--- config.mk ---
export PLATFORM = sky130hd
export DESIGN_NAME = jss_cfg_regs
export DESIGN_NICKNAME = d
export VERILOG_FILES = /design/src/design/jss_pkg.sv /design/src/design/jss_cfg_regs.sv
export SDC_FILE = /design/constraint.sdc
export NUM_CORES = 1
export LEC_CHECK = 0
export ABC_AREA = 1
export ABC_CLOCK_PERIOD_IN_PS = 2000
export BUFFER_PORTS_ARGS = -buffer_cell sky130_fd_sc_hd__clkbuf_2
export CAP_MARGIN = 25
export CELL_PAD_IN_SITES_DETAIL_PLACEMENT = 0
export CELL_PAD_IN_SITES_GLOBAL_PLACEMENT = 1
export CORE_UTILIZATION = 25
export CTS_CLUSTER_DIAMETER = 150
export DETAILED_ROUTE_END_ITERATION = 12
export GPL_TIMING_DRIVEN = 0
export PLACE_DENSITY = 0.58
export SETUP_SLACK_MARGIN = 0.4
export SKIP_CTS_REPAIR_TIMING = 1
export SLEW_MARGIN = 20
export SYNTH_ARGS = -nofsm -noshare
export SYNTH_HDL_FRONTEND = slang
export SYNTH_SLANG_ARGS = --single-unit
--- constraint.sdc ---
create_clock -name clk -period 2 [get_ports clk]
set_clock_uncertainty 0.05 [all_clocks]
set_input_delay 0.4 -clock clk [delete_from_list [all_inputs] [get_ports clk]]
set_output_delay 0.4 -clock clk [all_outputs]
set_load 0.1 [all_outputs]
--- src/design/jss_pkg.sv ---
// ----------------------------------------------------------------------------
// jss_pkg: shared types and constants for the joint setpoint smoother
// Holds the field widths, register codes, request codes, the controller
// state type, the command bundle and the saturation helper.
// ----------------------------------------------------------------------------
package jss_pkg;

  localparam int NUM_JOINTS  = 3;
  localparam int JOINT_W     = 2;
  localparam int VMAX_REGS   = 3;
  localparam int Q_W         = 32;
  localparam int VMAX_W      = 31;
  localparam int DV_W        = 31;
  localparam int PERIOD_W    = 25;
  localparam int TOL_W       = 16;

  localparam int IN_TDATA_W  = 40;
  localparam int IN_TUSER_W  = 2;
  localparam int OUT_TDATA_W = 64;
  localparam int OUT_TUSER_W = 2;
  localparam int CFG_IDX_W   = 3;
  localparam int CFG_DATA_W  = 32;

  // Wide intermediate widths
  localparam int ERR_W       = Q_W + 1;        // target - position
  localparam int ERR8_W      = ERR_W + 3;      // 8 * error
  localparam int PROD_W      = ERR_W + PERIOD_W + 1;
  localparam int SHIFT       = 25;             // half period scaling
  localparam int STEP_W      = PROD_W - SHIFT;
  localparam int SAT_IN_W    = STEP_W + 1;

  localparam logic signed [PROD_W-1:0] ROUND_BIAS = PROD_W'(64'sd16777216);
  localparam logic signed [SAT_IN_W-1:0] Q_MAX_EXT = SAT_IN_W'(64'sd2147483647);
  localparam logic signed [SAT_IN_W-1:0] Q_MIN_EXT = SAT_IN_W'(-64'sd2147483648);

  // Register reset values
  localparam logic [VMAX_W-1:0]   VMAX_RST   = VMAX_W'(65536);
  localparam logic [DV_W-1:0]     DV_RST     = DV_W'(197);
  localparam logic [PERIOD_W-1:0] PERIOD_RST = PERIOD_W'(16777);
  localparam logic [TOL_W-1:0]    POS_TOL_RST = TOL_W'(11);
  localparam logic [TOL_W-1:0]    VEL_TOL_RST = TOL_W'(328);
  localparam logic [TOL_W-1:0]    NUDGE_RST  = TOL_W'(1144);

  typedef enum logic [IN_TUSER_W-1:0] {
    REQ_TICK       = 2'd0,
    REQ_SET_TARGET = 2'd1,
    REQ_NUDGE      = 2'd2,
    REQ_INIT       = 2'd3
  } req_t;

  typedef enum logic [CFG_IDX_W-1:0] {
    REG_VMAX0      = 3'd0,
    REG_VMAX1      = 3'd1,
    REG_VMAX2      = 3'd2,
    REG_DV         = 3'd3,
    REG_PERIOD     = 3'd4,
    REG_POS_TOL    = 3'd5,
    REG_VEL_TOL    = 3'd6,
    REG_NUDGE_STEP = 3'd7
  } reg_idx_t;

  typedef enum logic [2:0] {
    ST_IDLE,
    ST_ERR,
    ST_SLEW,
    ST_MUL,
    ST_WR
  } st_t;

  typedef struct packed {
    logic [VMAX_REGS-1:0][VMAX_W-1:0] vmax;
    logic [DV_W-1:0]                  dv;
    logic [PERIOD_W-1:0]              period;
    logic [TOL_W-1:0]                 pos_tol;
    logic [TOL_W-1:0]                 vel_tol;
    logic [TOL_W-1:0]                 nudge_step;
  } cfg_t;

  typedef struct packed {
    logic               take;       // input transaction this cycle
    logic               calc_err;   // error, settle test, desired velocity
    logic               calc_slew;  // slew-limited new velocity
    logic               calc_mul;   // trapezoid product
    logic               write;      // commit joint state and emit result
    logic               last;       // final joint of the run
    logic [JOINT_W-1:0] joint;      // joint under work
  } cmd_t;

  // Saturate a wide signed value to the Q16.16 range
  function automatic logic signed [Q_W-1:0] sat_q(input logic signed [SAT_IN_W-1:0] x);
    logic signed [Q_W-1:0] r;
    if (x > Q_MAX_EXT) begin
      r = Q_MAX_EXT[Q_W-1:0];
    end else if (x < Q_MIN_EXT) begin
      r = Q_MIN_EXT[Q_W-1:0];
    end else begin
      r = x[Q_W-1:0];
    end
    return r;
  endfunction

endpackage

--- src/design/jss_cfg_regs.sv ---
// ----------------------------------------------------------------------------
// jss_cfg_regs: configuration register bank
// Takes one register write per transaction on the configuration channel and
// masks the data to the register width.
// ----------------------------------------------------------------------------
module jss_cfg_regs (
  input  logic                          clk,
  input  logic                          rst_n,
  input  logic                          cfg_valid,
  output logic                          cfg_ready,
  input  logic [jss_pkg::CFG_IDX_W-1:0] cfg_index,
  input  logic [jss_pkg::CFG_DATA_W-1:0] cfg_data,
  output jss_pkg::cfg_t                 cfg
);

  jss_pkg::cfg_t cfg_r;

  // Always ready for a write
  assign cfg_ready = 1'b1;
  assign cfg       = cfg_r;

  // Update the addressed register
  always_ff @(posedge clk) begin
    if (!rst_n) begin
      for (int k = 0; k < jss_pkg::VMAX_REGS; k++) begin
        cfg_r.vmax[k] <= jss_pkg::VMAX_RST;
      end
      cfg_r.dv         <= jss_pkg::DV_RST;
      cfg_r.period     <= jss_pkg::PERIOD_RST;
      cfg_r.pos_tol    <= jss_pkg::POS_TOL_RST;
      cfg_r.vel_tol    <= jss_pkg::VEL_TOL_RST;
      cfg_r.nudge_step <= jss_pkg::NUDGE_RST;
    end else if (cfg_valid && cfg_ready) begin
      unique case (jss_pkg::reg_idx_t'(cfg_index))
        jss_pkg::REG_VMAX0:      cfg_r.vmax[0]    <= cfg_data[jss_pkg::VMAX_W-1:0];
        jss_pkg::REG_VMAX1:      cfg_r.vmax[1]    <= cfg_data[jss_pkg::VMAX_W-1:0];
        jss_pkg::REG_VMAX2:      cfg_r.vmax[2]    <= cfg_data[jss_pkg::VMAX_W-1:0];
        jss_pkg::REG_DV:         cfg_r.dv         <= cfg_data[jss_pkg::DV_W-1:0];
        jss_pkg::REG_PERIOD:     cfg_r.period     <= cfg_data[jss_pkg::PERIOD_W-1:0];
        jss_pkg::REG_POS_TOL:    cfg_r.pos_tol    <= cfg_data[jss_pkg::TOL_W-1:0];
        jss_pkg::REG_VEL_TOL:    cfg_r.vel_tol    <= cfg_data[jss_pkg::TOL_W-1:0];
        jss_pkg::REG_NUDGE_STEP: cfg_r.nudge_step <= cfg_data[jss_pkg::TOL_W-1:0];
      endcase
    end
  end

endmodule

# --- Yosys cells after proc, flatten, opt, wreduce, memory -nomap -nowiden ---
# Index checks and enable logic that the tools add are counted.
classes:
  reduce_logical: 9
  div_mod_pow: 0
  muxes: 0
  bitwise_logic: 0
  shifts: 0
  addsub: 0
  magnitude_cmp: 0
  eq_ne: 7
  multipliers: 0
ops:
  columns: ["operator", "count"]
  rows:
  - ["$reduce_and A2 Y1", 8]
  - ["$eq A3 B3 Y1 const B", 4]
  - ["$eq A3 B2 Y1 const B", 2]
  - ["$eq A3 B1 Y1 const B", 1]
  - ["$logic_not A3 Y1", 1]
totals:
  mem_count: 0
  in_bits: 38
  output_inout_bits: 198
  rom_bits: 0
  reg_bits: 197
  word_cells: 24
  mem_bits_rw: 0
  latch_bits: 0

# --- Longest topological paths before layout ---
depth:
  word_depth: 2
  ltp_mapped: 7
  mapped_depth_nobuf: 5

# --- Worst setup path before layout ---
# OpenSTA, ideal clock, no wires.
synth_path:
  path_kind: "register to output"
  start: "register cfg_r (netlist bit cfg[0])"
  end: "output cfg[0] (netlist name)"
  arrival_time_ps: 925
  path_stages_with_launch: 1
  t_required_ps: 1550
  path_buffers: 0
  path_slack_ps: 625
  path_cell_list: "dfxtp_1"
synth_rtl:
  columns: ["element", "line", "source"]
  rows:
  - ["from (decl)", "jss_cfg_regs.sv:16", "jss_pkg::cfg_t cfg_r;"]
  - ["to (decl)", "jss_cfg_regs.sv:13", "output jss_pkg::cfg_t cfg"]
# No word-level cell between the ends.

# --- Worst setup path in the final report ---
layout_path:
  start: "register cfg_r (netlist bit cfg[163])"
  end: "output cfg[163] (netlist name)"
# No word-level cell between the ends.

==> flow_summary.toml <==
[status]
status = "complete, no violations"

[timing]
finalCritPeriodShare_pct = 80.4
worst_pin_slew_ns = 0.665
hold_ws_ns = 0.121
final_max_slew_viol_count = 0
rsz0062_at_grt = "yes"
tns_ns = 0
setup_viol = 0
fmax_mhz = 622
hold_violations = 0
layout_min_cycle_time_ns = 1.61
maxSlewHeadroom_pct = 55.6

[yosys]
syn_avg_cell_area_um2 = 6.96
synthCells = 1100
synth.distinct_cells = 14
synth-seq-area-share_pct = 51.5
yosysWarnings = 0
syn_nets = 1138
ys_seq_elements = 197
syn_area_um2 = 7650

[route]
drc = 0
firstDrtPassIters = 5
num_vias = 7658
drt-initial-drc-count = 454
post_drt_via_cell_ratio = 4.36
ant_nets = 0
post_drt_wl_per_cell_um = 17.5
wl_um = 30700

[final_layout]
largest_register_ffs = 197
fin_nets = 1389
syn_to_final_growth_pct = 36.4
fin_area_um2 = 10400
post-route-util_pct = 34.9
drive_gt1_share_pct = 23.5

[critical_path]
crit_arrival_ns = 1.16
path_delay_family = "flip-flops"
crit_type = "flop to primary output"
critPathSlowestCell = "dfxtp_1"
critPathMaxStageDelay_ns = 0.37
critPathMaxFanout = 2
worst_setup_path_end_kind = "primary output"
critPathLaunchType = "flop"
crit_chain = "clkbuf_4"
path_buf_inv = 1
crit_required_ns = 1.55

[die]
core_area_um2 = 29900
die_y_um = 177
dieArea_um2 = 31300
start_util_pct = 25.6
ios = 236
rows = 63
die-width_um = 177

[power]
finalPower_mw = 9.58
seqPwrFrac_pct = 43.2
power.density_nw_per_um2 = 918
swShare_pct = 36.3
p_int_mw = 6.10
p_switching_mw = 3.48
combPwrFrac_pct = 20.8
ir_drop_mv = 0.558
p_clk_share_pct = 36.0
total_leakage_power_nw = 4.93

[grt]
grtUsageTotal_pct = 19.5
grt_max_degree = 20
grt_pass1_vias = 7093
grt_pass1_wl_um = 44600
antenna_found_initial = 1
gr-total-overflow = 0

[clock_network]
cts-root-buf = "clkbuf_16"
htree_levels = 4
cts_made_buffers = 17
cts_num_sinks = 197
clk_pin_slew_ns = 0.08
clk_latency_ns = 0.43
cts_tree = "done"
cts_buffer_depth = 2

[placement]
routabilityCongestion = 0.760
dpl-instance-area_um2 = 9300
io_buffers = 232
hpwl_um = 22900

[flow_run]
max-cap-violations = 0

[hold_path]
hp-class = "input pin to flop"
path summary, 6_finish.rpt:
path / startpoint / endpoint / slack, ns / depth (start not counted)
worst max-delay path: cfg[163]$_SDFFE_PN0P_ / cfg[163] / 0.39 / 1
worst min-delay path: cfg_data[14] / cfg[62]$_SDFFE_PN1P_ / 0.12 / 3
worst max register to register: cfg[165]$_SDFFE_PN0P_ / cfg[165]$_SDFFE_PN0P_ / 1.31 / 2
worst min register to register: cfg[32]$_SDFFE_PN1P_ / cfg[32]$_SDFFE_PN1P_ / 0.42 / 2
cell usage in the layout, fill, tap and decap left out:
master and instances:
clkbuf_1 12, nor2_4 1, inv_8 4, nor2_1 353, buf_1 14, dfxtp_1 197
nand2_1 243, clkinv_4 2, buf_4 122, nand3_1 186, inv_1 37, clkinv_2 3
clkbuf_4 56, nand2_2 1, clkinv_8 1, clkbuf_16 17, clkbuf_2 35, diode_2 1
nor2_2 6, buf_2 47, inv_2 1, conb_1 1, inv_6 5, buf_6 20
per-stage QoR:
| step | worst slack, ns | cells |
|---|---|---|
| final | 0.392 | 1755 |
| after global routing | 0.322 | 1754 |
| after CTS | 0.212 | 1754 |
| after floorplan | 0.625 | 1100 |
| after detailed placement | 0.00497 | 1722 |
| after global placement | -0.0106 | 1722 |
power by group through the flow:
stage               sequential (mW)  combinational, mW  clock (mW)
global route                   4.16               2.10        3.71
finish                         4.14               1.99        3.45
detailed placement             4.23               1.91           0
global placement               4.23               1.91           0
floorplan                      5.20              0.495           0
CTS                            4.14               1.91        3.56
final cells by class:
| type | instances | area, um2 |
|---|---|---|
| diodes | 1 | 2.50 |
| plain buffers | 74 | 340 |
| clock buffers | 17 | 425 |
| clock inverters | 15 | 138 |
| fillers | 3325 | 19400 |
| inverters | 38 | 143 |
| multi-input cells | 791 | 3230 |
| flip-flops and latches | 197 | 3940 |
| well taps | 390 | 488 |
| repair buffers | 232 | 1730 |
routing by layer:
layer	routed length, um	GRT usage [%]	up-vias
li1	-	-	3920
met3	1530	4.12	17
met2	14500	32.2	183
met5	0	0	-
met1	14300	25.9	3538
met4	381	4.63	0
synthesized netlist by cell type:
| cell type | instances | area, um2 |
|---|---|---|
| nor2_2 | 5 | 31.3 |
| nand3_1 | 186 | 931 |
| inv_1 | 37 | 139 |
| nand2_2 | 1 | 6.26 |
| buf_1 | 14 | 52.6 |
| clkbuf_1 | 12 | 45.0 |
| inv_2 | 1 | 3.75 |
| nand2_1 | 243 | 912 |
| dfxtp_1 | 197 | 3940 |
| nor2_4 | 1 | 11.3 |
| conb_1 | 1 | 3.75 |
| nor2_1 | 354 | 1330 |
| buf_4 | 1 | 7.51 |
| buf_2 | 47 | 235 |
kinds of logic after synthesis:
logic type             count (synthesis)  share of synthesized area [%]
buffers and inverters                112                           6.31
flip-flops                           197                           51.5
other                                  1                         0.0490
AND/OR/NAND/NOR                      790                           42.1
(Power assumes the default switching activity.)
