--- src/design/jss_pkg.sv ---
// ----------------------------------------------------------------------------
// jss_pkg: shared types and constants for the joint setpoint smoother
// Holds the field widths, register codes, request codes, the controller
// state type, the command bundle and the saturation helper.
// ----------------------------------------------------------------------------
package jss_pkg;

  localparam int NUM_JOINTS  = 3;
  localparam int JOINT_W     = 2;
  localparam int VMAX_REGS   = 3;
  localparam int Q_W         = 32;
  localparam int VMAX_W      = 31;
  localparam int DV_W        = 31;
  localparam int PERIOD_W    = 25;
  localparam int TOL_W       = 16;

  localparam int IN_TDATA_W  = 40;
  localparam int IN_TUSER_W  = 2;
  localparam int OUT_TDATA_W = 64;
  localparam int OUT_TUSER_W = 2;
  localparam int CFG_IDX_W   = 3;
  localparam int CFG_DATA_W  = 32;

  // Wide intermediate widths
  localparam int ERR_W       = Q_W + 1;        // target - position
  localparam int ERR8_W      = ERR_W + 3;      // 8 * error
  localparam int PROD_W      = ERR_W + PERIOD_W + 1;
  localparam int SHIFT       = 25;             // half period scaling
  localparam int STEP_W      = PROD_W - SHIFT;
  localparam int SAT_IN_W    = STEP_W + 1;

  localparam logic signed [PROD_W-1:0] ROUND_BIAS = PROD_W'(64'sd16777216);
  localparam logic signed [SAT_IN_W-1:0] Q_MAX_EXT = SAT_IN_W'(64'sd2147483647);
  localparam logic signed [SAT_IN_W-1:0] Q_MIN_EXT = SAT_IN_W'(-64'sd2147483648);

  // Register reset values
  localparam logic [VMAX_W-1:0]   VMAX_RST   = VMAX_W'(65536);
  localparam logic [DV_W-1:0]     DV_RST     = DV_W'(197);
  localparam logic [PERIOD_W-1:0] PERIOD_RST = PERIOD_W'(16777);
  localparam logic [TOL_W-1:0]    POS_TOL_RST = TOL_W'(11);
  localparam logic [TOL_W-1:0]    VEL_TOL_RST = TOL_W'(328);
  localparam logic [TOL_W-1:0]    NUDGE_RST  = TOL_W'(1144);

  typedef enum logic [IN_TUSER_W-1:0] {
    REQ_TICK       = 2'd0,
    REQ_SET_TARGET = 2'd1,
    REQ_NUDGE      = 2'd2,
    REQ_INIT       = 2'd3
  } req_t;

  typedef enum logic [CFG_IDX_W-1:0] {
    REG_VMAX0      = 3'd0,
    REG_VMAX1      = 3'd1,
    REG_VMAX2      = 3'd2,
    REG_DV         = 3'd3,
    REG_PERIOD     = 3'd4,
    REG_POS_TOL    = 3'd5,
    REG_VEL_TOL    = 3'd6,
    REG_NUDGE_STEP = 3'd7
  } reg_idx_t;

  typedef enum logic [2:0] {
    ST_IDLE,
    ST_ERR,
    ST_SLEW,
    ST_MUL,
    ST_WR
  } st_t;

  typedef struct packed {
    logic [VMAX_REGS-1:0][VMAX_W-1:0] vmax;
    logic [DV_W-1:0]                  dv;
    logic [PERIOD_W-1:0]              period;
    logic [TOL_W-1:0]                 pos_tol;
    logic [TOL_W-1:0]                 vel_tol;
    logic [TOL_W-1:0]                 nudge_step;
  } cfg_t;

  typedef struct packed {
    logic               take;       // input transaction this cycle
    logic               calc_err;   // error, settle test, desired velocity
    logic               calc_slew;  // slew-limited new velocity
    logic               calc_mul;   // trapezoid product
    logic               write;      // commit joint state and emit result
    logic               last;       // final joint of the run
    logic [JOINT_W-1:0] joint;      // joint under work
  } cmd_t;

  // Saturate a wide signed value to the Q16.16 range
  function automatic logic signed [Q_W-1:0] sat_q(input logic signed [SAT_IN_W-1:0] x);
    logic signed [Q_W-1:0] r;
    if (x > Q_MAX_EXT) begin
      r = Q_MAX_EXT[Q_W-1:0];
    end else if (x < Q_MIN_EXT) begin
      r = Q_MIN_EXT[Q_W-1:0];
    end else begin
      r = x[Q_W-1:0];
    end
    return r;
  endfunction

endpackage

--- src/design/jss_ctrl.sv ---
// ----------------------------------------------------------------------------
// jss_ctrl: sequencing state machine
// Accepts requests while idle and walks every joint of an enabled tick
// through the four datapath steps, holding the commit while the result
// register is still occupied.
// ----------------------------------------------------------------------------
module jss_ctrl (
  input  logic                           clk,
  input  logic                           rst_n,
  input  logic                           in_tvalid,
  output logic                           in_tready,
  input  logic [jss_pkg::IN_TUSER_W-1:0] in_req_type,
  input  logic                           in_enabled,
  input  logic                           out_free,
  output jss_pkg::cmd_t                  cmd
);

  jss_pkg::st_t                 state_r, state_nxt;
  logic [jss_pkg::JOINT_W-1:0]  joint_r, joint_nxt;
  logic                         is_last;
  logic                         start;

  assign is_last = (joint_r == jss_pkg::JOINT_W'(jss_pkg::NUM_JOINTS - 1));
  assign start   = (state_r == jss_pkg::ST_IDLE) && in_tvalid &&
                   (jss_pkg::req_t'(in_req_type) == jss_pkg::REQ_TICK) && in_enabled;

  // Next state and joint counter
  always_comb begin
    state_nxt = state_r;
    joint_nxt = joint_r;
    unique case (state_r)
      jss_pkg::ST_IDLE: begin
        joint_nxt = '0;
        if (start) begin
          state_nxt = jss_pkg::ST_ERR;
        end
      end
      jss_pkg::ST_ERR:  state_nxt = jss_pkg::ST_SLEW;
      jss_pkg::ST_SLEW: state_nxt = jss_pkg::ST_MUL;
      jss_pkg::ST_MUL:  state_nxt = jss_pkg::ST_WR;
      jss_pkg::ST_WR: begin
        if (out_free) begin
          if (is_last) begin
            state_nxt = jss_pkg::ST_IDLE;
          end else begin
            state_nxt = jss_pkg::ST_ERR;
            joint_nxt = joint_r + 1'b1;
          end
        end
      end
      default: state_nxt = jss_pkg::ST_IDLE;
    endcase
  end

  // Commands to the datapath
  always_comb begin
    in_tready     = (state_r == jss_pkg::ST_IDLE);
    cmd.take      = (state_r == jss_pkg::ST_IDLE) && in_tvalid;
    cmd.calc_err  = (state_r == jss_pkg::ST_ERR);
    cmd.calc_slew = (state_r == jss_pkg::ST_SLEW);
    cmd.calc_mul  = (state_r == jss_pkg::ST_MUL);
    cmd.write     = (state_r == jss_pkg::ST_WR) && out_free;
    cmd.last      = is_last;
    cmd.joint     = joint_r;
  end

  always_ff @(posedge clk) begin
    if (!rst_n) begin
      state_r <= jss_pkg::ST_IDLE;
      joint_r <= '0;
    end else begin
      state_r <= state_nxt;
      joint_r <= joint_nxt;
    end
  end

  // A commit leaves for the next joint or for idle, never elsewhere
  a_wr_exit: assert property (@(posedge clk) disable iff (!rst_n)
    cmd.write |=> (state_r == jss_pkg::ST_IDLE) || (state_r == jss_pkg::ST_ERR))
    else $error("commit did not advance the sequence");

  // A stalled commit keeps the joint
  a_wr_hold: assert property (@(posedge clk) disable iff (!rst_n)
    ((state_r == jss_pkg::ST_WR) && !out_free) |=>
      ((state_r == jss_pkg::ST_WR) && $stable(joint_r)))
    else $error("stalled commit lost its joint");

  // The joint counter stays inside the joint range
  a_joint_range: assert property (@(posedge clk) disable iff (!rst_n)
    (state_r != jss_pkg::ST_IDLE) |->
      (joint_r < jss_pkg::JOINT_W'(jss_pkg::NUM_JOINTS)))
    else $error("joint counter out of range");

endmodule

--- config.mk ---
export PLATFORM = sky130hd
export DESIGN_NAME = jss_ctrl
export DESIGN_NICKNAME = d
export VERILOG_FILES = /design/src/design/jss_pkg.sv /design/src/design/jss_ctrl.sv
export SDC_FILE = /design/constraint.sdc
export NUM_CORES = 1
export LEC_CHECK = 0
export ABC_AREA = 1
export ABC_CLOCK_PERIOD_IN_PS = 1000
export BUFFER_PORTS_ARGS = -buffer_cell sky130_fd_sc_hd__buf_2
export CAP_MARGIN = 20
export CORE_AREA = 2 2 39 41
export DETAILED_ROUTE_END_ITERATION = 8
export DIE_AREA = 0 0 41 43
export GPL_TIMING_DRIVEN = 0
export HOLD_SLACK_MARGIN = 0.12
export MAX_ROUTING_LAYER = met4
export PLACE_DENSITY = 0.56
export SETUP_SLACK_MARGIN = 0.4
export SYNTH_ARGS = -nofsm -noshare
export SYNTH_HDL_FRONTEND = slang
export SYNTH_SLANG_ARGS = --single-unit
export TNS_END_PERCENT = 10
--- constraint.sdc ---
create_clock -name clk -period 1 [get_ports clk]
set_input_delay 0 -clock clk [delete_from_list [all_inputs] [get_ports clk]]
set_output_delay 0 -clock clk [all_outputs]
set_load 0.005 [all_outputs]
; After elaboration in Yosys (flattened, before gate mapping)
; Index checks and enable logic that the tools add are counted.
[totals]
ff_bits = 5
latch_bits = 0
ram_bits = 0
rom_bits = 0
in_bits = 7
out_inout_bits = 9
elab_cells = 27
n_memories = 0
[classes]
n_addsub = 1
multipliers = 0
n_div = 0
order_cmp = 0
eq_ne = 8
n_shift = 0
mux = 7
bitwise_logic = 0
reduce_logical = 9
[op_table]
columns = operator, n
row1 = case mux 3 bit (5 select lines), 1
row2 = == test 3 x 2 -> 1 bit (second input constant), 2
row3 = two-way mux 3 bit, 2
row4 = logical AND 1 bit, 4
row5 = two-way mux 2 bit, 2
row6 = inequality test 2 bit (second input constant), 2
row7 = case mux 2 bit (2 select lines), 1
row8 = == test 3 x 1 -> 1 bit (second input constant), 1
row9 = == test 3 bit (second input constant), 1
row10 = zero test 3 bit, 1
row11 = AND reduction 3 bit, 1
row12 = adder 2 x 1 -> 2 bit (second input constant), 1
row13 = == test 2 bit (second input constant), 1
row14 = zero test 2 bit, 1
row15 = inequality test 2 x 1 -> 1 bit (second input constant), 1
row16 = AND reduction 2 bit, 1
row17 = nonzero test 2 bit, 1
row18 = two-way mux 1 bit, 1

; Depth between registers and ports, before layout
; Gate-level depths: netlist of run 1.
[depth]
ltp_word = 6
depth_mapped = 8

; Worst setup path before layout of run 1
; No wires, ideal clock.
[synth_path]
path_kind = register -> register
from = reg joint_r[0] (netlist name)
to = reg joint_r[1] (netlist name)
setup_time_ps = 118
t_arrival_ps = 912
t_required_ps = 882
slack_ps = -30
path_stages_with_launch = 9
path_buffers = 0
path_cell_list = dfxtp_1 inv_1 ha_1 inv_1 nand2_1 nand2_1 nand2_1 nand2_1 a21oi_1
[synth_via]
word_cells_on_any_way = 7
cone_classes = 1 x add/sub / 2 x eq/ne / 3 x mux / 1 x reduce/logical
[synth_rtl]
columns = element, line_no
row1 = from (decl), jss_ctrl.sv:19  ; logic [jss_pkg::JOINT_W-1:0] joint_r, joint_nxt;
row2 = from (signal assigned), jss_ctrl.sv:73  ; joint_r <= joint_nxt;
row3 = == test 2 bit, jss_ctrl.sv:23  ; assign is_last = (joint_r == jss_pkg::JOINT_W'(jss_pkg::NUM_JOINTS - 1));
row4 = named net is_last, jss_ctrl.sv:20  ; logic is_last;
row5 = inequality test 2 bit (no line), n/a
row6 = AND reduction 3 bit (no line), n/a
; The timed path passes the listed nets, and every way through them passes these cells. The select of a mux whose other input is x is not followed.
; A chain may end at the register's enable or synchronous reset.

==> flow_metrics.py, run 1 <==
metrics = {
    "status": {
        "status": "completed",
    },
    "critical_path": {
        "critPathMaxFanout": 5,
        "required_ps": 1000,
        "r2r_end": "joint_r[1]",
        "reg2regPathDepth": 8,
        "ff2ff_setup_slack_ps": 20,
        "critPathSlowestCell": "dfxtp_4",
        "crit_type": "reg2out",
        "r2r_start": "joint_r[0]",
        "critPathMaxStageDelay_ps": 360,
        "cp-end-kind": "output pin",
        "crit_path_start_kind": "flop",
        "cp_cell_sequence": "nor4_4, buf_2",
        "arrival_ps": 990,
    },
    "synthesis": {
        "yosysMostFrequentCell": "nand2_1",
        "synthMuxAreaShare_pct": 0,
        "synth-adder-area-share_pct": 4.132,
        "synth_top_cell_by_area": "dfxtp_1",
        "synth_top_cell_area_share_pct": 33.06,
        "seq_area_frac_synth_pct": 33.06,
        "synth_compound_area_share_pct": 4.959,
        "syn-mean-instance-area_um2": 6.442,
        "ys_warn_count": 0,
        "synth_common_cells": "nand2_1, inv_1, dfxtp_1, nor2_1",
        "synth_edf_count": 0,
        "synth_flop_cell": "dfxtp_1",
        "syn_nets": 55,
        "syn-cell-area_um2": 302.8,
        "synth_cell_types": 16,
        "async_flop_share_pct": 0,
        "synth_top_family_by_area": "simple AND/OR/NAND/NOR gates",
        "syn_inst": 47,
        "synth-simple-area-share_pct": 42.98,
        "synth.area.top_cells": "dfxtp_1, nand2_1, inv_1",
        "synth_xor_area_share_pct": 0,
        "ys_seq_elements": 5,
    },
    "routing": {
        "drc": 0,
        "viasPerCell": 4.116,
        "ant_nets": 0,
        "drt_pass1_iterations": 4,
        "wire_per_inst_um": 8.070,
        "drtIter0Drc": 1,
        "via_count": 354,
        "wirelength_um": 694,
    },
    "placed_design": {
        "dp_hpwl_um": 547.5,
        "port-buffer-count": 15,
        "gp_congestion": 0.6557,
        "dpl_cell_area_um2": 414.1,
    },
    "pwr": {
        "switching_share_pct": 31.91,
        "power.density_nw_per_um2": 1331,
        "leakage_nw": 0.2792,
        "clkPwrFrac_pct": 31.7,
        "seqPwrFrac_pct": 36.2,
        "peakVddDrop_v": 0.0006401,
        "combPwrFrac_pct": 32.1,
        "power_switching_mw": 0.2279,
        "intPower_mw": 0.4863,
    },
    "sta": {
        "tightest_slew_ps": 167.0,
        "finClkSkew_ps": 1.755,
        "fmax_ghz": 1.010,
        "maxSlewViolCount": 0,
        "hold_viol": 0,
        "max_slew_margin_pct": 88.78,
        "finalSetupViolCount": 0,
        "rsz0062_at_grt": "yes",
        "finalCriticalPeriod_ps": 990.3,
        "layout_worst_path_cycle_share_pct": 99.03,
    },
    "min_path": {
        "worstHoldEndpoint": "state_r[0]",
        "hp-class": "in2reg",
        "holdCritStartpoint": "rst_n",
        "hold_depth": 3,
    },
    "finish": {
        "fin_area_um2": 536.8,
        "diodes": 0,
        "layout-drive-gt1-share_pct": 57.14,
        "nets": 79,
        "syn_to_final_growth_pct": 77.27,
        "utilization_pct": 38.79,
    },
    "clocking": {
        "cts-root-buf": "clkbuf_4",
        "htree_levels": 1,
        "clk_path_buf_depth": 2,
        "worstSkewPairLatency_ps": 240,
        "clkSinkCount": 5,
        "clkSlewWorstSetupHoldPaths_ps": 40,
        "cts_made_buffers": 3,
        "cts_tree": "yes",
    },
    "global_routing": {
        "grt_max_degree": 7,
        "antenna_found_initial": 0,
        "grt_use_total_pct": 10.10,
        "first_global_vias": 312,
        "grt_overflow": 0,
        "grt_first_pass_wirelength_um": 1131,
    },
    "floorplanning": {
        "start_util_pct": 21.88,
        "rows": 14,
        "core_um2": 1384,
        "ios": 16,
        "die_area_um2": 1763,
        "die_w_um": 41,
        "fp.dieH_um": 43,
    },
    "flow_run": {
        "drv_cap": 0,
    },
}
-- worst max path at each step --
| stage | start | depth (start not counted) | to | slack (ps) |
|---|---|---|---|---|
| 5_1_grt | state_r[0] | 2 | cmd[3] | -70 |
| 3_3_place_gp | joint_r[1] | 7 | joint_r[1] | 30 |
| 3_5_place_dp | joint_r[1] | 7 | joint_r[1] | 10 |
| 2_1_floorplan | joint_r[0] | 8 | joint_r[0] | 70 |
| 6_report | state_r[0] | 2 | cmd[3] | 10 |
| 4_1_cts | state_r[0] | 2 | cmd[3] | -10 |
-- flip-flops by register name, indices dropped and copies added, names as in the netlist --
register,cells
state_r,3
joint_r,2
-- stage by stage --
step / TNS [ps] / worst slack (ps) / hold WS (ps) / total power, mW / cells
after global routing: -281.3 / -71.41 / 110.2 / 0.7677 / 86
after CTS: -9.518 / -9.518 / 37.69 / 0.7149 / 86
final: 0 / 9.666 / 54.98 / 0.7143 / 86
after global placement: 0 / 26.22 / 284.4 / 0.4297 / 78
after detailed placement: 0 / 9.788 / 295.2 / 0.4291 / 78
after floorplan: 0 / 67.29 / 131.2 / 0.3617 / 47
-- power groups by stage --
stage	Sequential [mW]	Clock, mW	Combinational, mW
5_1_grt	0.262	0.246	0.259
3_3_place_gp	0.245	0	0.185
4_1_cts	0.251	0.242	0.222
3_5_place_dp	0.245	0	0.185
6_report	0.259	0.226	0.229
2_1_floorplan	0.241	0	0.121
-- cells by family after synthesis --
logic type,Yosys count
AO/OA/AOI/OAI,3
adder cells (fa/ha/maj),1
buffers and inverters,11
flip-flops,5
AND/OR/NAND/NOR,27
-- critical path: cells and delay by family, from the launching register on --
family,cells,cell delay (ps)
and+or+nand+nor,1,250
buffers and inverters,1,140
DFF,1,360
-- cells in the final DEF, fill, tap and decap left out --
master,synthesis,final
inv_2,1,2
nor4_4,0,1
inv_4,0,1
clkbuf_4,0,3
dfxtp_4,0,4
nand2_2,1,1
nor3_2,1,2
nor2_2,2,2
and3_1,1,1
nor2_4,0,1
nand4_1,2,2
dfxtp_2,0,1
a21oi_2,0,1
nand3_1,3,3
inv_1,9,7
clkbuf_1,0,1
ha_4,0,1
buf_4,1,3
buf_6,0,4
nand2_1,10,10
a21oi_1,3,2
nor2_1,5,4
buf_2,0,13
-- timing repair --
item / 4_1_cts / 5_1_grt
hold endpoints to repair: 5 / 4
pin swaps: 9 / 1
setup buffers: 4 / 0
gates resized for setup: 12 / 6
setup endpoints to repair: 14 / 14
-- layout make-up --
class / instances / area, um2
Clock buffer: 4 / 26.28
Buffer: 1 / 11.26
Tap cell: 16 / 20.02
Timing Repair Buffer: 19 / 121.4
Sequential cell: 5 / 116.4
Multi-Input combinational cell: 31 / 201.4
Fill cell: 150 / 847.1
Inverter: 10 / 40.04
-- metal layers --
layer	GRT usage, %	vias to the layer above	wire length, um
met2	12.19	11	303
met4	12.00	0	10
met5	-	-	0
met3	1.571	2	67
li1	-	196	-
met1	12.30	145	313
(Power assumes the default switching activity.)
==> run 2, diff against run 1 <==
CELL_PAD_IN_SITES_DETAIL_PLACEMENT = 0   (was unset)
CELL_PAD_IN_SITES_GLOBAL_PLACEMENT = 1   (was unset)
CTS_BUF_LIST = sky130_fd_sc_hd__clkbuf_2 sky130_fd_sc_hd__clkbuf_4 sky130_fd_sc_hd__clkbuf_8   (was unset)
PLACE_DENSITY = 0.75   (was 0.56)
==> flow_metrics.py, run 2 (synthesis gave the netlist of run 1 again) <==
metrics = {
    "finish": {
        "layout.area.seq_um2": 113.9,
        "nFillCells": 156,
        "nets": 78,
        "largest_reg_flops": 3,
        "utilization_pct": 38.34,
        "final_cell_count_no_fill": 85,
        "layout_commonest_cell": "buf_2",
        "diodes": 0,
        "layout_common_cells": "buf_2, nand2_1, inv_1",
        "layout-drive-gt1-share_pct": 57.97,
        "top_register": "state_r",
        "syn_to_final_growth_pct": 75.21,
        "top_regs": "state_r: 3 flops, joint_r: 2 flops",
        "multi_input_area_um2": 201.4,
    },
    "critical_path": {
        "arrival_ps": 990,
        "crit_buf_inv": 1,
        "critPathSlowestCell": "dfxtp_4",
        "cp_cell_sequence": "nor4_4, buf_2",
        "cp_top_family": "flip-flops",
        "cp-end-kind": "output pin",
        "r2r_start": "joint_r[0]",
        "required_ps": 1000,
        "critPathMaxFanout": 5,
        "ff2ff_setup_slack_ps": 30,
        "crit_start": "state_r[0]",
        "critPathMaxStageDelay_ps": 360,
        "crit_type": "reg2out",
        "crit_path_start_kind": "flop",
    },
    "floorplanning": {
        "die_area_um2": 1763,
        "rows": 14,
        "die_w_um": 41,
        "start_util_pct": 21.88,
        "ios": 16,
        "fp.dieH_um": 43,
        "core_um2": 1384,
    },
    "sta": {
        "final.setup.worst_slack_ps": 11.36,
        "whs_ps": 51.06,
        "finClkSkew_ps": 3.119,
        "finalCriticalPeriod_ps": 988.6,
        "tightest_slew_ps": 168.4,
        "layout_worst_path_cycle_share_pct": 98.86,
        "max_slew_margin_pct": 88.69,
        "rsz0062_at_grt": "yes",
        "finalSetupViolCount": 0,
        "hold_viol": 0,
        "fmax_ghz": 1.011,
        "maxSlewViolCount": 0,
    },
    "routing": {
        "viasPerCell": 4.176,
        "via_count": 355,
        "wirelength_um": 696,
        "drt_pass1_iterations": 4,
        "drtIter0Drc": 2,
        "wire_per_inst_um": 8.188,
        "drc": 0,
        "ant_nets": 0,
    },
    "global_routing": {
        "use_met1_pct": 12.26,
        "grt_overflow": 0,
        "busiest_layer": "met2",
        "first_global_vias": 315,
        "grt_max_degree": 8,
        "antenna_found_initial": 0,
        "met3_usage_pct": 1.571,
        "grt_use_total_pct": 10.20,
        "grt_first_pass_wirelength_um": 1159,
        "grtUsageMet2_pct": 13.44,
    },
    "pwr": {
        "leakage_nw": 0.2769,
        "power.density_nw_per_um2": 1397,
        "power_mw": 0.7413,
        "peakVddDrop_v": 0.0006910,
    },
    "clocking": {
        "cts_tree": "yes",
        "clk_path_buf_depth": 2,
        "cts-root-buf": "clkbuf_4",
        "htree_levels": 1,
        "clkSinkCount": 5,
        "cts_made_buffers": 3,
        "clkSlewWorstSetupHoldPaths_ps": 40,
        "worstSkewPairLatency_ps": 240,
    },
    "placed_design": {
        "dp_hpwl_um": 567.1,
        "dp_slack_ps": 12.77,
        "port-buffer-count": 15,
        "gp_congestion": 0.7035,
        "dp.cells": 78,
    },
    "status": {
        "status": "completed",
    },
    "min_path": {
        "hp-class": "in2reg",
        "holdCritStartpoint": "rst_n",
    },
    "flow_run": {
        "drv_cap": 0,
    },
}
## run 2: changes by cell type in the layout (fill, tap and decap cells not counted)
cell,delta
dfxtp_4,-1
clkbuf_1,-1
dfxtp_2,+1
buf_4,-1
clkbuf_4,+1
## run 2: timing repair
action / CTS / global route
endpoints found under the hold margin: 5 / 5
setup buffers: 3 / 0
gates resized for setup: 12 / 5
pin swaps: 2 / 2
setup endpoints to repair: 14 / 14
## run 2: area by class of cell
| class | instances | share of cell area [%] |
|---|---|---|
| multi-input cells | 31 | 37.97 |
| plain buffers | 1 | 2.123 |
| repair buffers | 18 | 21.46 |
| flip-flops and latches | 5 | 21.46 |
| clock buffers | 4 | 5.660 |
| inverters | 10 | 7.547 |
| well taps | 16 | 3.774 |
## run 2: worst paths after layout
kind                      to  cells after the start
setup / recovery      cmd[3]                      2
hold / removal    state_r[0]                      3
setup reg to reg  joint_r[1]                      5
hold reg to reg   joint_r[1]                      2
## run 2: metrics by stage
stage	TNS (ps)	cell area, um2
2_1_floorplan	0	319.1
3_3_place_gp	0	414.1
3_5_place_dp	0	414.1
4_1_cts	0	505.5
5_1_grt	-211.4	530.5
6_report	0	530.5
## run 2: routing by layer
metal	wire (um)	vias to the layer above
met5	0	-
met3	38	2
li1	-	195
met4	13	0
met2	360	5
met1	283	153
## run 2: worst reg2reg max path, stage by stage (launching register included)
cell and delay (ps):
dfxtp_2 320, inv_2 50, ha_4 160, nor2_2 110, nand4_1 110, a21oi_2 150
## run 2: power by group
part,leakage [nW],total (mW),internal (mW),switching (mW)
logic,0.215,0.226,0.116,0.110
clock network,0.0184,0.253,0.177,0.0756
registers,0.0438,0.262,0.221,0.0403
total,0.277,0.741,0.515,0.226
==> run 3, diff against run 2 <==
ABC_AREA = unset   (was 1)
PLACE_DENSITY = 0.72   (was 0.75)
SLEW_MARGIN = 40   (was unset)
==> flow_metrics.py, run 3 <==
metrics = {
    "clocking": {
        "clkSlewWorstSetupHoldPaths_ps": 40,
        "cts_made_buffers": 3,
        "clk_path_buf_depth": 2,
        "clkSinkCount": 5,
        "htree_levels": 1,
        "worstSkewPairLatency_ps": 240,
        "cts-root-buf": "clkbuf_4",
        "cts_tree": "yes",
    },
    "floorplanning": {
        "die_area_um2": 1763,
        "die_w_um": 41,
        "ios": 16,
        "fp.dieH_um": 43,
        "start_util_pct": 22.69,
        "core_um2": 1384,
        "rows": 14,
    },
    "status": {
        "status": "finished with violations",
        "violations": "negative setup slack",
    },
    "critical_path": {
        "ff2ff_setup_slack_ps": -150,
        "required_ps": 1000,
        "crit_path_start_kind": "flop",
        "critPathMaxFanout": 6,
        "arrival_ps": 1220,
        "crit_type": "reg2out",
        "cp-end-kind": "output pin",
    },
    "synthesis": {
        "synth_top_cell_area_share_pct": 31.87,
        "synth_flop_cell": "dfxtp_1",
        "synth_edf_count": 0,
        "syn-cell-area_um2": 314.1,
        "syn_inst": 37,
        "synth.area.top_cells": "dfxtp_1, nor3b_1, o21a_1",
        "async_flop_share_pct": 0,
        "synth_common_cells": "dfxtp_1, nor3b_1, nand2_1, nor2_1",
        "synth_top_cell_by_area": "dfxtp_1",
        "syn-mean-instance-area_um2": 8.488,
        "syn_nets": 45,
        "ys_seq_elements": 5,
        "synth_cell_types": 23,
        "ys_warn_count": 0,
        "seq_area_frac_synth_pct": 31.87,
    },
    "sta": {
        "hold_viol": 0,
        "fmax_ghz": 0.8193,
        "setup_tns_ps": -1033,
        "max_slew_margin_pct": 84.10,
        "finalCriticalPeriod_ps": 1221,
        "finalSetupViolCount": 11,
        "finClkSkew_ps": 2.242,
        "maxSlewViolCount": 0,
        "whs_ps": 36.22,
        "layout_worst_path_cycle_share_pct": 122.1,
        "tightest_slew_ps": 235.2,
        "final.setup.worst_slack_ps": -220.6,
        "rsz0062_at_grt": "yes",
    },
    "routing": {
        "wire_per_inst_um": 10.47,
        "via_count": 340,
        "ant_nets": 0,
        "drt_pass1_iterations": 4,
        "drtIter0Drc": 3,
        "wirelength_um": 775,
        "drc": 0,
        "viasPerCell": 4.595,
    },
    "global_routing": {
        "grt_overflow": 0,
        "first_global_vias": 286,
        "grt_use_total_pct": 11.00,
        "grt_first_pass_wirelength_um": 1214,
        "antenna_found_initial": 0,
        "grt_max_degree": 11,
    },
    "finish": {
        "diodes": 0,
        "top_regs": "state_r: 3 flops, joint_r: 2 flops",
        "largest_reg_flops": 3,
        "final_cell_count_no_fill": 74,
        "layout_commonest_cell": "buf_2",
        "top_register": "state_r",
        "layout_common_cells": "buf_2, nor3b_1, clkbuf_4",
        "fin_area_um2": 516.7,
        "layout-drive-gt1-share_pct": 58.62,
        "utilization_pct": 37.34,
        "syn_to_final_growth_pct": 64.54,
        "nets": 67,
    },
    "pwr": {
        "power.density_nw_per_um2": 1633,
        "leakage_nw": 0.2297,
        "power_mw": 0.8441,
        "peakVddDrop_v": 0.0008459,
    },
    "flow_run": {
        "drv_cap": 0,
    },
    "placed_design": {
        "gp_congestion": 0.6945,
        "port-buffer-count": 15,
        "dp.cells": 68,
        "dpl_cell_area_um2": 431.7,
        "dp_slack_ps": -184.6,
    },
    "min_path": {
        "hp-class": "in2reg",
    },
}
[run 3: changes by cell type after synthesis, moves of 2 or more]
cell     change
a21oi_1      -2
and2_1       +2
inv_1        -8
nand2_1      -7
nand3_1      -3
nand4_1      -2
nor2_1       -2
nor2_2       -2
nor3b_1      +5
o21a_1       +2
[run 3: layout make-up]
cell class / instances / area [um2]
fillers: 151 / 867.1
inverters: 1 / 6.256
flip-flops and latches: 5 / 112.6
clock buffers: 4 / 30.03
multi-input cells: 28 / 217.7
well taps: 16 / 20.02
plain buffers: 3 / 33.78
repair buffers: 17 / 96.34
[run 3: kinds of logic (layout without fill, tap and decap cells)]
kind of cell | Yosys count | count (layout) | synth area share [%]
xor gates and xnor gates | 1 | 1 | 2.789
buffers and inverters | 4 | 25 | 8.365
AOI/OAI and AO/OA | 7 | 7 | 15.54
and+or+nand+nor | 19 | 19 | 37.46
DFF | 5 | 5 | 31.87
adders and majority gates | 1 | 1 | 3.983
[run 3: path summary, 6_finish.rpt]
check / to / cells past startpoint / from
max: cmd[7] / 5 / state_r[0]
min reg2reg: joint_r[1] / 2 / joint_r[1]
max reg2reg: joint_r[0] / 4 / state_r[0]
min: state_r[2] / 2 / rst_n
[run 3: worst max-delay path: stages (launching register included)]
cell and delay [ps]:
dfxtp_4 330, or2_1 230, buf_6 130, nor2_4 70
and2_4 140, buf_6 80
[run 3: per-layer routing]
layer  share of wire [%]  up-vias  global-route usage, %
li1                    -      171                      -
met1                  42      148                  12.18
met2                  45       17                  15.00
met3                  11        4                  9.424
met4                 1.0        0                  2.000
met5                   0        -                      -
[run 3: repair_timing]
| item | 4_1_cts | 5_1_grt |
|---|---|---|
| gates resized for setup | 9 | 5 |
| setup buffers | 2 | 0 |
| pin swaps | 2 | 0 |
| setup endpoints to repair | 14 | 14 |
| endpoints found under the hold margin | 5 | 5 |
[run 3: where the power goes]
part           switching, mW  internal (mW)  total (mW)  leakage, nW
Sequential           0.00966          0.228       0.238       0.0433
Combinational          0.147          0.192       0.338        0.168
Clock                 0.0898          0.178       0.268       0.0184
Total                  0.246          0.598       0.844        0.230
